**src/design/rbb_pkg.sv**
```systemverilog
`default_nettype none
// ----------------------------------------------------------------------------
// rbb_pkg
// shared types and constants of the rotated bitmap blitter
// ----------------------------------------------------------------------------
package rbb_pkg;

    localparam int MAX_WIDTH_DEF  = 16;
    localparam int MAX_HEIGHT_DEF = 64;
    localparam int RING_ROWS_DEF  = 64;

    // columns held by the scan register, two code bits each
    localparam int COLS      = 16;
    localparam int CODE_BITS = 2 * COLS;

    typedef struct packed {
        logic [31:0] row_bits;
        logic        first_row;
    } in_item_t;

    typedef struct packed {
        logic signed [9:0] pixel_x;
        logic signed [7:0] pixel_y;
        logic [23:0]       pixel_color;
        logic              last_in_row;
    } out_item_t;

    typedef enum logic [2:0] {
        CFG_TWO_BIT_MODE    = 3'd0,
        CFG_ROTATION        = 3'd1,
        CFG_WIDTH           = 3'd2,
        CFG_HEIGHT          = 3'd3,
        CFG_ORIGIN_X        = 3'd4,
        CFG_ORIGIN_Y        = 3'd5,
        CFG_COLOR_ONE       = 3'd6,
        CFG_COLOR_TWO_THREE = 3'd7
    } cfg_idx_t;

    typedef enum logic [2:0] {
        ROT_NONE  = 3'd0,
        ROT_90    = 3'd1,
        ROT_180   = 3'd2,
        ROT_270   = 3'd3,
        ROT_FLIPX = 3'd4,
        ROT_FLIPY = 3'd5
    } rot_t;

    typedef enum logic [1:0] {
        STEP_ZERO = 2'd0,
        STEP_INC  = 2'd1,
        STEP_DEC  = 2'd2
    } step_t;

    typedef enum logic [1:0] {
        CODE_CLEAR = 2'd0,
        CODE_ONE   = 2'd1,
        CODE_TWO   = 2'd2,
        CODE_THREE = 2'd3
    } code_t;

    typedef enum logic {
        ST_IDLE = 1'b0,
        ST_RUN  = 1'b1
    } state_t;

    // per-row start point handed from the setup logic to the scan loop
    typedef struct packed {
        logic [CODE_BITS-1:0] codes;
        logic [9:0]           x0;
        logic [7:0]           y0;
        step_t                dx;
        step_t                dy;
        logic                 skip;
    } setup_t;

endpackage
`default_nettype wire

```
**src/design/rbb_setup.sv**
```systemverilog
`default_nettype none
// ----------------------------------------------------------------------------
// rbb_setup
// row setup: pixel code extraction, row clipping and start coordinates
// ----------------------------------------------------------------------------
module rbb_setup #(
    parameter int MAX_WIDTH  = rbb_pkg::MAX_WIDTH_DEF,
    parameter int MAX_HEIGHT = rbb_pkg::MAX_HEIGHT_DEF,
    parameter int RING_ROWS  = rbb_pkg::RING_ROWS_DEF
) (
    input  wire logic          two_bit_mode,
    input  wire logic [2:0]    rotation,
    input  wire logic [4:0]    width,
    input  wire logic [6:0]    height,
    input  wire logic [8:0]    origin_x,
    input  wire logic [6:0]    origin_y,
    input  wire logic [31:0]   row_bits,
    input  wire logic [5:0]    ry,
    output rbb_pkg::setup_t    setup
);
    import rbb_pkg::*;

    localparam logic [4:0] W_MAX = 5'(MAX_WIDTH);
    localparam int         H_CAP = (MAX_HEIGHT > 127) ? 127 : MAX_HEIGHT;
    localparam logic [6:0] H_MAX = 7'(H_CAP);
    localparam logic signed [9:0] RING = 10'(RING_ROWS);

    logic [4:0]        w;
    logic [6:0]        h;
    logic signed [9:0] ring_row;
    logic [5:0]        shamt;
    logic [31:0]       aligned;
    logic [CODE_BITS-1:0] codes;
    logic [9:0]        ox10;
    logic [9:0]        ry10;
    logic [9:0]        wm1_10;
    logic [9:0]        hr10;
    logic [7:0]        oy8;
    logic [7:0]        ry8;
    logic [7:0]        wm1_8;
    logic [7:0]        hr8;

    assign w = (width > W_MAX) ? W_MAX : width;
    assign h = (height > H_MAX) ? H_MAX : height;

    assign ring_row = {{3{origin_y[6]}}, origin_y} + {4'b0, ry};

    // left-justify the 2bpp pixels so column c sits at bits 31-2c
    assign shamt   = 6'd32 - {w, 1'b0};
    assign aligned = row_bits << shamt;

    always_comb
    begin
        for (int c = 0; c < COLS; c++)
        begin
            if (5'(c) >= w)
                codes[2*c +: 2] = CODE_CLEAR;
            else if (two_bit_mode)
                codes[2*c +: 2] = aligned[31-2*c -: 2];
            else
                codes[2*c +: 2] = {1'b0, row_bits[c]};
        end
    end

    assign ox10   = {origin_x[8], origin_x};
    assign ry10   = {4'b0, ry};
    assign wm1_10 = {5'b0, w} - 10'd1;
    assign hr10   = {3'b0, h} - ry10 - 10'd1;
    assign oy8    = {origin_y[6], origin_y};
    assign ry8    = {2'b0, ry};
    assign wm1_8  = {3'b0, w} - 8'd1;
    assign hr8    = {1'b0, h} - ry8 - 8'd1;

    always_comb
    begin
        setup.codes = codes;
        setup.skip  = ({1'b0, ry} >= h) || (ring_row >= RING);
        case (rotation)
            ROT_90:
            begin
                setup.x0 = ox10 + ry10;    setup.dx = STEP_ZERO;
                setup.y0 = oy8 + wm1_8;    setup.dy = STEP_DEC;
            end
            ROT_180:
            begin
                setup.x0 = ox10 + wm1_10;  setup.dx = STEP_DEC;
                setup.y0 = oy8 + hr8;      setup.dy = STEP_ZERO;
            end
            ROT_270:
            begin
                setup.x0 = ox10 + hr10;    setup.dx = STEP_ZERO;
                setup.y0 = oy8;            setup.dy = STEP_INC;
            end
            ROT_FLIPX:
            begin
                setup.x0 = ox10;           setup.dx = STEP_INC;
                setup.y0 = oy8 + hr8;      setup.dy = STEP_ZERO;
            end
            ROT_FLIPY:
            begin
                setup.x0 = ox10 + wm1_10;  setup.dx = STEP_DEC;
                setup.y0 = oy8 + ry8;      setup.dy = STEP_ZERO;
            end
            default:
            begin
                setup.x0 = ox10;           setup.dx = STEP_INC;
                setup.y0 = oy8 + ry8;      setup.dy = STEP_ZERO;
            end
        endcase
    end

endmodule
`default_nettype wire

```
**src/design/rotated_bitmap_blitter.sv**
```systemverilog
`default_nettype none
// path: a drawn column goes from the scan registers into the output register when it is emitted
// throughput: one column per cycle, unless the pixel output stalls, through the x/y step logic;
//   a row scans each column up to its last drawn pixel, and no new row is taken until it is done
// rows with no drawn pixels, and clipped rows, are taken without a scan
// reset: asynchronous active-low, restores register defaults and row index zero
// ----------------------------------------------------------------------------
// rotated_bitmap_blitter
// turns bitmap row words into rotated pixel writes; without stalls, one column per cycle
// ----------------------------------------------------------------------------
module rotated_bitmap_blitter #(
    parameter int MAX_WIDTH  = rbb_pkg::MAX_WIDTH_DEF,
    parameter int MAX_HEIGHT = rbb_pkg::MAX_HEIGHT_DEF,
    parameter int RING_ROWS  = rbb_pkg::RING_ROWS_DEF
) (
    input  wire logic              clk,
    input  wire logic              rst_n,
    input  wire logic              cfg_we,
    input  wire logic [2:0]        cfg_addr,
    input  wire logic [47:0]       cfg_wdata,
    input  wire logic              row_valid,
    output logic                   row_ready,
    input  wire rbb_pkg::in_item_t row_item,
    output logic                   pix_valid,
    input  wire logic              pix_ready,
    output rbb_pkg::out_item_t     pix_item
);
    import rbb_pkg::*;

    logic        two_bit_mode_reg;
    logic [2:0]  rotation_reg;
    logic [4:0]  width_reg;
    logic [6:0]  height_reg;
    logic [8:0]  origin_x_reg;
    logic [6:0]  origin_y_reg;
    logic [23:0] color_one_reg;
    logic [47:0] color_two_three_reg;

    state_t               state_reg, state_next;
    logic [5:0]           row_index_reg;
    logic [CODE_BITS-1:0] code_reg;
    logic [9:0]           x_reg;
    logic [7:0]           y_reg;
    step_t                dx_reg, dy_reg;
    out_item_t            out_reg;
    logic                 out_valid_reg;

    logic [5:0] ry;
    setup_t     setup;
    logic       row_xfer;
    logic       advance;
    logic       emit;
    logic       last;
    logic       start;
    logic [23:0] color;

    assign ry = row_item.first_row ? 6'd0 : row_index_reg;

    rbb_setup #(
        .MAX_WIDTH  (MAX_WIDTH),
        .MAX_HEIGHT (MAX_HEIGHT),
        .RING_ROWS  (RING_ROWS)
    ) u_setup (
        .two_bit_mode (two_bit_mode_reg),
        .rotation     (rotation_reg),
        .width        (width_reg),
        .height       (height_reg),
        .origin_x     (origin_x_reg),
        .origin_y     (origin_y_reg),
        .row_bits     (row_item.row_bits),
        .ry           (ry),
        .setup        (setup)
    );

    // configuration registers
    always_ff @(posedge clk or negedge rst_n)
    begin
        if (!rst_n)
        begin
            two_bit_mode_reg    <= 1'b0;
            rotation_reg        <= ROT_NONE;
            width_reg           <= 5'd16;
            height_reg          <= 7'd16;
            origin_x_reg        <= 9'd0;
            origin_y_reg        <= 7'd0;
            color_one_reg       <= 24'hFFFFFF;
            color_two_three_reg <= 48'd0;
        end
        else if (cfg_we)
        begin
            case (cfg_addr)
                CFG_TWO_BIT_MODE:    two_bit_mode_reg    <= cfg_wdata[0];
                CFG_ROTATION:        rotation_reg        <= cfg_wdata[2:0];
                CFG_WIDTH:           width_reg           <= cfg_wdata[4:0];
                CFG_HEIGHT:          height_reg          <= cfg_wdata[6:0];
                CFG_ORIGIN_X:        origin_x_reg        <= cfg_wdata[8:0];
                CFG_ORIGIN_Y:        origin_y_reg        <= cfg_wdata[6:0];
                CFG_COLOR_ONE:       color_one_reg       <= cfg_wdata[23:0];
                CFG_COLOR_TWO_THREE: color_two_three_reg <= cfg_wdata;
                default: ;
            endcase
        end
    end

    // next state
    always_comb
    begin
        state_next = state_reg;
        case (state_reg)
            ST_IDLE:
                if (start)
                    state_next = ST_RUN;
            ST_RUN:
                if (advance && last)
                    state_next = ST_IDLE;
            default:
                state_next = ST_IDLE;
        endcase
    end

    // control outputs
    always_comb
    begin
        row_ready = 1'b0;
        advance   = 1'b0;
        case (state_reg)
            ST_IDLE: row_ready = 1'b1;
            ST_RUN:  advance   = !out_valid_reg || pix_ready;
            default: ;
        endcase
    end

    assign row_xfer = row_valid && row_ready;
    assign start    = row_xfer && !setup.skip && (setup.codes != '0);
    assign emit     = advance && (code_reg[1:0] != CODE_CLEAR);
    assign last     = (code_reg[CODE_BITS-1:2] == '0);

    always_comb
    begin
        case (code_reg[1:0])
            CODE_TWO:   color = color_two_three_reg[23:0];
            CODE_THREE: color = color_two_three_reg[47:24];
            default:    color = color_one_reg;
        endcase
    end

    always_ff @(posedge clk or negedge rst_n)
    begin
        if (!rst_n)
        begin
            state_reg     <= ST_IDLE;
            row_index_reg <= 6'd0;
            out_valid_reg <= 1'b0;
        end
        else
        begin
            state_reg <= state_next;
            if (row_xfer)
                row_index_reg <= ry + 6'd1;
            if (emit)
                out_valid_reg <= 1'b1;
            else if (pix_ready)
                out_valid_reg <= 1'b0;
        end
    end

    // scan registers: one column per cycle, unless the pixel output stalls, through the x/y step logic
    always_ff @(posedge clk)
    begin
        if (start)
        begin
            code_reg <= setup.codes;
            x_reg    <= setup.x0;
            y_reg    <= setup.y0;
            dx_reg   <= setup.dx;
            dy_reg   <= setup.dy;
        end
        else if (advance)
        begin
            code_reg <= code_reg >> 2;
            case (dx_reg)
                STEP_INC: x_reg <= x_reg + 10'd1;
                STEP_DEC: x_reg <= x_reg - 10'd1;
                default:  x_reg <= x_reg;
            endcase
            case (dy_reg)
                STEP_INC: y_reg <= y_reg + 8'd1;
                STEP_DEC: y_reg <= y_reg - 8'd1;
                default:  y_reg <= y_reg;
            endcase
        end
        if (emit)
        begin
            out_reg.pixel_x     <= x_reg;
            out_reg.pixel_y     <= y_reg;
            out_reg.pixel_color <= color;
            out_reg.last_in_row <= last;
        end
    end

    assign pix_valid = out_valid_reg;
    assign pix_item  = out_reg;

    // a running row always has a pixel left to draw
    assert property (@(posedge clk) disable iff (!rst_n)
        state_reg == ST_RUN |-> code_reg != '0)
        else $error("scan running with no pixels left");

    // the last pixel of a row leaves the scan and frees the input side
    assert property (@(posedge clk) disable iff (!rst_n)
        emit && last |=> state_reg == ST_IDLE && pix_valid && pix_item.last_in_row)
        else $error("row end not flagged or scan did not stop");

    // row counter follows the row that was just taken
    assert property (@(posedge clk) disable iff (!rst_n)
        row_xfer |=> row_index_reg == $past(ry) + 6'd1)
        else $error("row index not advanced");

    // a write only appears out of the scan loop
    assert property (@(posedge clk) disable iff (!rst_n)
        $rose(pix_valid) |-> $past(state_reg == ST_RUN))
        else $error("pixel write outside of a row scan");

endmodule
`default_nettype wire

```
**config.mk**
```make
export PLATFORM = sky130hd
export DESIGN_NAME = rotated_bitmap_blitter
export DESIGN_NICKNAME = d
export VERILOG_FILES = /design/src/design/rbb_pkg.sv /design/src/design/rbb_setup.sv /design/src/design/rotated_bitmap_blitter.sv
export SDC_FILE = /design/constraint.sdc
export NUM_CORES = 1
export LEC_CHECK = 0
export ABC_AREA = 1
export BUFFER_PORTS_ARGS = -buffer_cell sky130_fd_sc_hd__buf_2
export CAP_MARGIN = 10
export CORE_MARGIN = 2
export CORE_UTILIZATION = 61
export DETAILED_ROUTE_END_ITERATION = 10
export PLACE_DENSITY = 0.82
export SLEW_MARGIN = 25
export SYNTH_ARGS = -nofsm -noshare
export SYNTH_HDL_FRONTEND = slang
export SYNTH_SLANG_ARGS = --single-unit
```
**constraint.sdc**
```tcl
create_clock -name clk -period 5.45 [get_ports clk]
set_input_delay 0.8175 -clock clk [delete_from_list [all_inputs] [get_ports clk]]
set_output_delay 0.8175 -clock clk [all_outputs]
set_load 0.005 [all_outputs]
```
Yosys cells after proc, flatten, opt, wreduce, memory -nomap -nowiden
Cells that the tools add are included.
W data, S select, Z words.
{ "word_totals": {"reg_bits": 209} }
{ "classes": {"muxes": 52, "eq_ne": 18, "shift": 1, "n_reduce_logical": 27, "order_cmp": 20, "add_sub_neg": 19, "n_bitwise": 1} }
{ "ops": {"columns": ["operator", "n"], "rows": [
  ["$pmux W22 S5", 1],
  ["$mux W2", 32],
  ["$mux W32", 2],
  ["$pmux W24 S2", 1],
  ["$ge A4 B5 Y1 const A", 8],
  ["$reduce_bool A32 Y1", 1],
  ["$shl A32 B6 Y32", 1],
  ["$logic_not A30 Y1", 1],
  ["$ge A3 B5 Y1 const A", 4],
  ["$mux W10", 2],
  ["$pmux W10 S2", 1],
  ["$reduce_and A2 Y1", 10],
  ["$sub A10 B1 Y10 const B", 2],
  ["$eq A3 B3 Y1 const B", 6],
  ["$add A7 B7 Y8", 2],
  ["$mux W8", 2],
  ["$pmux W8 S2", 1],
  ["$sub A7 B6 Y8", 2],
  ["$sub A8 B1 Y8 const B", 2],
  ["$eq A3 B2 Y1 const B", 4],
  ["$sub A5 B1 Y6 const B", 2],
  ["$add A10 B1 Y10 const B", 1],
  ["$add A10 B10 Y10", 1],
  ["$add A9 B6 Y10", 1],
  ["other kinds (27)", 48]
]} }

Depth between registers and ports, before layout
{ "logic_depth": {"ltp_word": 10, "ltp_mapped": 28} }

Cells and area by module
A second synthesis with hierarchy kept.
{ "hier_totals": {"hier_cells": 1900, "hier_area_um2": 14436.3} }
{ "by_module_without_submodules": {"columns": ["module", "area_per_inst_um2", "seq_area_each_um2", "cells_per_inst", "instances"], "rows": [
  ["rotated_bitmap_blitter", 9182.6, 5748.0, 947, 1],
  ["rbb_setup", 5253.8, 0.0, 953, 1]
]} }

Worst setup path after synthesis
No wires, ideal clock.
{ "synth_path": {"kind": "flip-flop to flip-flop", "startpoint": "register width_reg[4]", "endpoint": "register code_reg[0], enable pin", "path_slack_ns": 1.186, "setup_time_ns": 0.478, "required_ns": 4.972, "period_less_slack_ns": 4.264, "n_path_buf": 4, "arrival_ns": 3.786, "path_stages_with_launch": 27, "path_cell_list": "dfstp_2 -> buf_6 -> inv_4 -> buf_2 -> a31oi_1 -> nor2_1 -> inv_1 -> ha_1 -> clkbuf_1 -> nand2_1 -> nor2_1 -> ha_1 -> nand2_1 -> inv_1 -> nand3_2 -> inv_2 -> nand2_1 -> nor2_1 -> nor2_1 -> nand2_1 -> nor2_1 -> nand3_1 -> nor2_1 -> nand2_2 -> nand2_4 -> buf_4 -> nand2_1"} }
{ "synth_via": {"elab_chain_cells": 9, "word_cells_on_any_way": 55, "cone_classes": "1 x add/sub; 17 x order compare; 1 x shift; 33 x mux; 3 x reduce/logical"} }
{ "synth_rtl": {"columns": ["item", "line_no", "text"], "rows": [
  ["start, declared", "rotated_bitmap_blitter.sv:32", "logic [4:0] width_reg;"],
  ["start signal, assigned", "rotated_bitmap_blitter.sv:94", "CFG_WIDTH: width_reg <= cfg_wdata[4:0];"],
  ["$gt A5 B5 Y1", "rbb_setup.sv:43", "assign w = (width > W_MAX) ? W_MAX : width;"],
  ["$mux W5 (*)", "rbb_setup.sv:43", null],
  ["$sub A6 B6 Y6", "rbb_setup.sv:49", "assign shamt = 6'd32 - {w, 1'b0};"],
  ["$shl A32 B6 Y32", "rbb_setup.sv:50", "assign aligned = row_bits << shamt;"],
  ["$mux W2", "rbb_setup.sv:58", "else if (two_bit_mode)"],
  ["$mux W2", "rbb_setup.sv:56", "if (5'(c) >= w)"],
  ["$reduce_bool A32 Y1 (*)", "rotated_bitmap_blitter.sv:134", "assign start = row_xfer && !setup.skip && (setup.codes != '0);"],
  ["$logic_and A1 B1 Y1 (*)", "rotated_bitmap_blitter.sv:134", null],
  ["$reduce_bool A2 Y1 (no line) (*)", null, null],
  ["end signal, assigned", "rotated_bitmap_blitter.sv:172", "code_reg <= setup.codes;"],
  ["end signal, assigned", "rotated_bitmap_blitter.sv:180", "code_reg <= code_reg >> 2;"],
  ["end, declared", "rotated_bitmap_blitter.sv:41", "logic [CODE_BITS-1:0] code_reg;"]
]} }
Mark *: on every way between the ends. The rest lies on a longest branch, timed or not.
A chain may end at the register's enable or synchronous reset.

Final worst setup path
{ "layout_path": {"startpoint": "register height_reg[0]", "endpoint": "register x_reg[8] (data pin)"} }
{ "layout_via": {"elab_chain_cells": 8, "word_cells_on_any_way": 12, "cone_classes": "3 x add/sub; 2 x order compare; 3 x mux; 4 x reduce/logical"} }
{ "layout_rtl": {"columns": ["item", "line_no", "text"], "rows": [
  ["start, declared", "rotated_bitmap_blitter.sv:33", "logic [6:0] height_reg;"],
  ["start signal, assigned", "rotated_bitmap_blitter.sv:95", "CFG_HEIGHT: height_reg <= cfg_wdata[6:0];"],
  ["$gt A7 B7 Y1", "rbb_setup.sv:44", "assign h = (height > H_MAX) ? H_MAX : height;"],
  ["$mux W7 (*)", "rbb_setup.sv:44", null],
  ["parallel branches: the longest is 5 deep, another holds $sub A10 B1 Y10", null, null],
  ["$mux W10 (*)", "rotated_bitmap_blitter.sv:170", "if (start)"],
  ["end signal, assigned", "rotated_bitmap_blitter.sv:173", "x_reg <= setup.x0;"],
  ["end signal, assigned", "rotated_bitmap_blitter.sv:182", "STEP_INC: x_reg <= x_reg + 10'd1;"],
  ["end signal, assigned", "rotated_bitmap_blitter.sv:183", "STEP_DEC: x_reg <= x_reg - 10'd1;"],
  ["end, declared", "rotated_bitmap_blitter.sv:42", "logic [9:0] x_reg;"]
]} }
Every way passes the cells marked *.

==> metrics.txt <==
1st-pass router iterations=6; CP Launch Type=register; CP Max Fanout=5; Routed Antenna Nets=0; sequential share of the synthesized area=40.2%; post-layout net count=2137; status=finished, final reports clean; DRT iter0 DRCs=1465; synthesized cell area=14300 um2; Tmin final=4.50 ns; # rows=56; WP data arrival=4.77 ns; Total Power=roughly 8.4 mW; Clk Tree Root Cell=clkbuf_16; height of the die=between 150 and 200 um; fmax=222 MHz; Mapped Cells=1841; pre-CTS setup slack=0.797 ns; vias per cell=5.72; htree depth=1; final worst setup slack=0.951 ns; number of placed I/O pins=134; Crit Path Category=register to register; total core area=between 20000 and 25000 um2; Final period util=82.5%; RD Place Congestion=around 1.0; final hold vios=0; relative slew slack=33.2%; largest net degree at the start of global routing=approximately 80; port buffer count=133; DR DRC count=0; Clock Path Buffers=3; Post-CTS Setup Repair Bufs=0; Top cell by count, worst path=nor2_1; vias=13.1k; unrepaired setup endpoints after global routing=false; Initial Util=roughly three fifths; Post-synth EDFFs=97; vias in the first global route=12.0k; HP Class=input port to async pin; total of max-cap violations=0; GRT Overall Usage=between 30% and 40%; asr flop ratio synth=53.6%; synthesis-stage register bit count=209; r2r worst-path depth=26; final wirelength=38.5 mm; cell family with most CP delay=simple AND/OR/NAND/NOR gates; Crit path buffers/inverters=3; Sink Count=roughly 210; Yosys warnings=0; die area=roughly 25000 um2; Slew Limit Fails=0; Final Skew=roughly 0.02 ns; leading area contributor after synthesis=edfxtp_1; post-synth top area share=between 20 and 25%; layout cells sized above 1=14.1%; initial antenna violation count=2; P per Cell Area=about 530 nW/um2; Fin Setup TNS=0 ns; Mapped Nets=2027; post-synth cell types=50; post_cts resized=0; Pleak=7.90 nW; Worst VDD drop=0.000339 V; Worst Tran Pin Value=0.999 ns; CTS tree=yes; first-pass GRT wire length=slightly above 60 mm; gr ovfl total=0; drt wl/cell=16.8 um; Mean Syn Cell Area=7.77 um2; CTS Buf Count=23; Worst-path clk slew=0.06 ns; Worst EP required=roughly 5.7 ns; HPWL Detailed=28.2 mm; top_reg_cell synth=edfxtp_1; Hold-fix buffers, CTS=0; max FFs per register=48; Die W=157 um; Area Overhead vs Synth=11.0%; crit path capture type=register; largest cells by area after synthesis=edfxtp_1 (20%), dfrtp_1 (15%), nand2_1 (14%), nand3_1 (7.2%), ha_1 (7.2%); crit-path max cell delay=approximately 0.39 ns; clock latency on the worst-skew pair=between 0.5 and 0.6 ns; setup violators final=0; Crit-path slowest cell=dfrtp_1; Worst path depth=26; Fillers=1930
## per-layer routing
metal / global-route usage, % / part of all wire, % / up-vias / wire length (um)
met5: 0 / 0 / - / 0
met4: 8.92 / 2.8 / 0 / 1080
li1: - / - / 6296 / -
met1: 45.3 / 43 / 6085 / 16500
met3: 5.45 / 9.9 / 87 / 3800
met2: 48.6 / 44 / 626 / 17000
## cells in the mapped netlist (4+ instances only)
cell and number:
ha_1 82, nor4_1 7, a22oi_1 4, edfxtp_1 97, o211ai_1 32, mux2_2 30
a31oi_1 5, nand2_1 516, o21ai_1 5, nand3_2 12, o22ai_1 6, nor2_1 129
buf_4 8, buf_2 16, fa_1 15, a21oi_1 75, nor3_1 8, buf_6 10
inv_2 4, o21ai_0 105, o221ai_1 4, a21o_1 4, buf_1 4, or2_2 6
inv_1 233, nand2_2 5, dfrtp_1 86, nand4_1 13, xnor2_1 7, dfstp_2 26
clkbuf_1 28, nor2_2 4, xor2_1 24, nand3_1 206
## final cells by class
| class | instances | area [um2] | area share, % |
|---|---|---|---|
| Sequential cell | 209 | 5750 | 36.2 |
| Antenna cell | 1 | 2.50 | 0.0158 |
| Inverter | 239 | 902 | 5.68 |
| Clock inverter | 6 | 75.1 | 0.473 |
| Clock buffer | 36 | 634 | 3.99 |
| Multi-Input combinational cell | 1327 | 7320 | 46.1 |
| Timing Repair Buffer | 151 | 803 | 5.06 |
| Tap cell | 319 | 399 | 2.51 |
## report_power, final
part	total, mW	internal [mW]	switching [mW]	leakage, nW
logic	4.18	1.46	2.72	5.30
clock network	1.49	0.856	0.630	0.341
registers	2.78	2.46	0.324	2.27
## layout by cell type, fill, tap and decap left out, drive strengths merged, types with 2 or more instances in the layout
master,count
nand2,524
inv,242
nand3,218
buf,151
nor2,134
o21ai,110
edfxtp,97
dfrtp,86
ha,82
a21oi,76
clkbuf,36
o211ai,32
mux2,30
dfstp,26
xor2,24
fa,15
nand4,13
nor3,8
nor4,7
xnor2,7
or2,7
o22ai,6
a31oi,5
o221ai,4
a21o,4
a22oi,4
o21bai,3
o2111ai,3
and2,2
o21a,2
clkinv,2
## path summary, 6_finish.rpt
check	to	startpoint	slack, ns
worst min-delay path	pix_valid$_DFFE_PN0P_	rst_n	0.39
max in group asynchronous	row_index_reg[2]$_DFFE_PN0P_	rst_n	3.93
worst min register to register	pix_item[37]$_DFFE_PP_	x_reg[4]$_DFFE_PP_	0.46
min in group clk	pix_item[37]$_DFFE_PP_	x_reg[4]$_DFFE_PP_	0.46
worst max-delay path	x_reg[8]$_DFFE_PP_	height_reg[0]$_DFFE_PN0P_	0.95
worst max register to register	x_reg[8]$_DFFE_PP_	height_reg[0]$_DFFE_PN0P_	0.95
## kinds of logic after synthesis
| group | synth area share [%] |
|---|---|
| AO/OA/AOI/OAI | 10.1 |
| XOR/XNOR | 1.90 |
| adder cells (fa/ha/maj) | 9.27 |
| buffers and inverters | 8.91 |
| flip-flops | 40.2 |
| multiplexers | 2.36 |
| AND/OR/NAND/NOR | 27.3 |
## worst reg2reg max path: stages (launching register included)
cell	delay, ns
dfrtp_1	0.39
nor4_1	0.31
nand3_1	0.10
nand2_1	0.14
inv_1	0.07
nor2_1	0.23
ha_1	0.35
a21oi_1	0.15
o21ai_0	0.13
a21oi_1	0.16
nor2_1	0.05
nor2_1	0.15
nor2_1	0.06
nor3_1	0.31
inv_1	0.08
ha_1	0.28
inv_1	0.04
ha_1	0.33
a21oi_1	0.15
o21a_1	0.14
nand2_1	0.06
o21ai_0	0.19
nand2_1	0.08
nor2_1	0.09
a21oi_1	0.05
nand3_1	0.10
nand2_1	0.06
## stage by stage
step / cells / instance area (um2) / hold slack, ns / util (%)
floorplan: 1841 / 14300 / 0.433 / -
global route: 2287 / 15900 / 0.462 / 68.3
CTS: 2287 / 15900 / 0.430 / 68.3
detailed placement: 2245 / 15200 / 0.443 / 65.2
global placement: 2245 / 15200 / 0.439 / 65.2
finish: 2288 / 15900 / 0.387 / 68.3
Power figures use the tool's default switching activity.
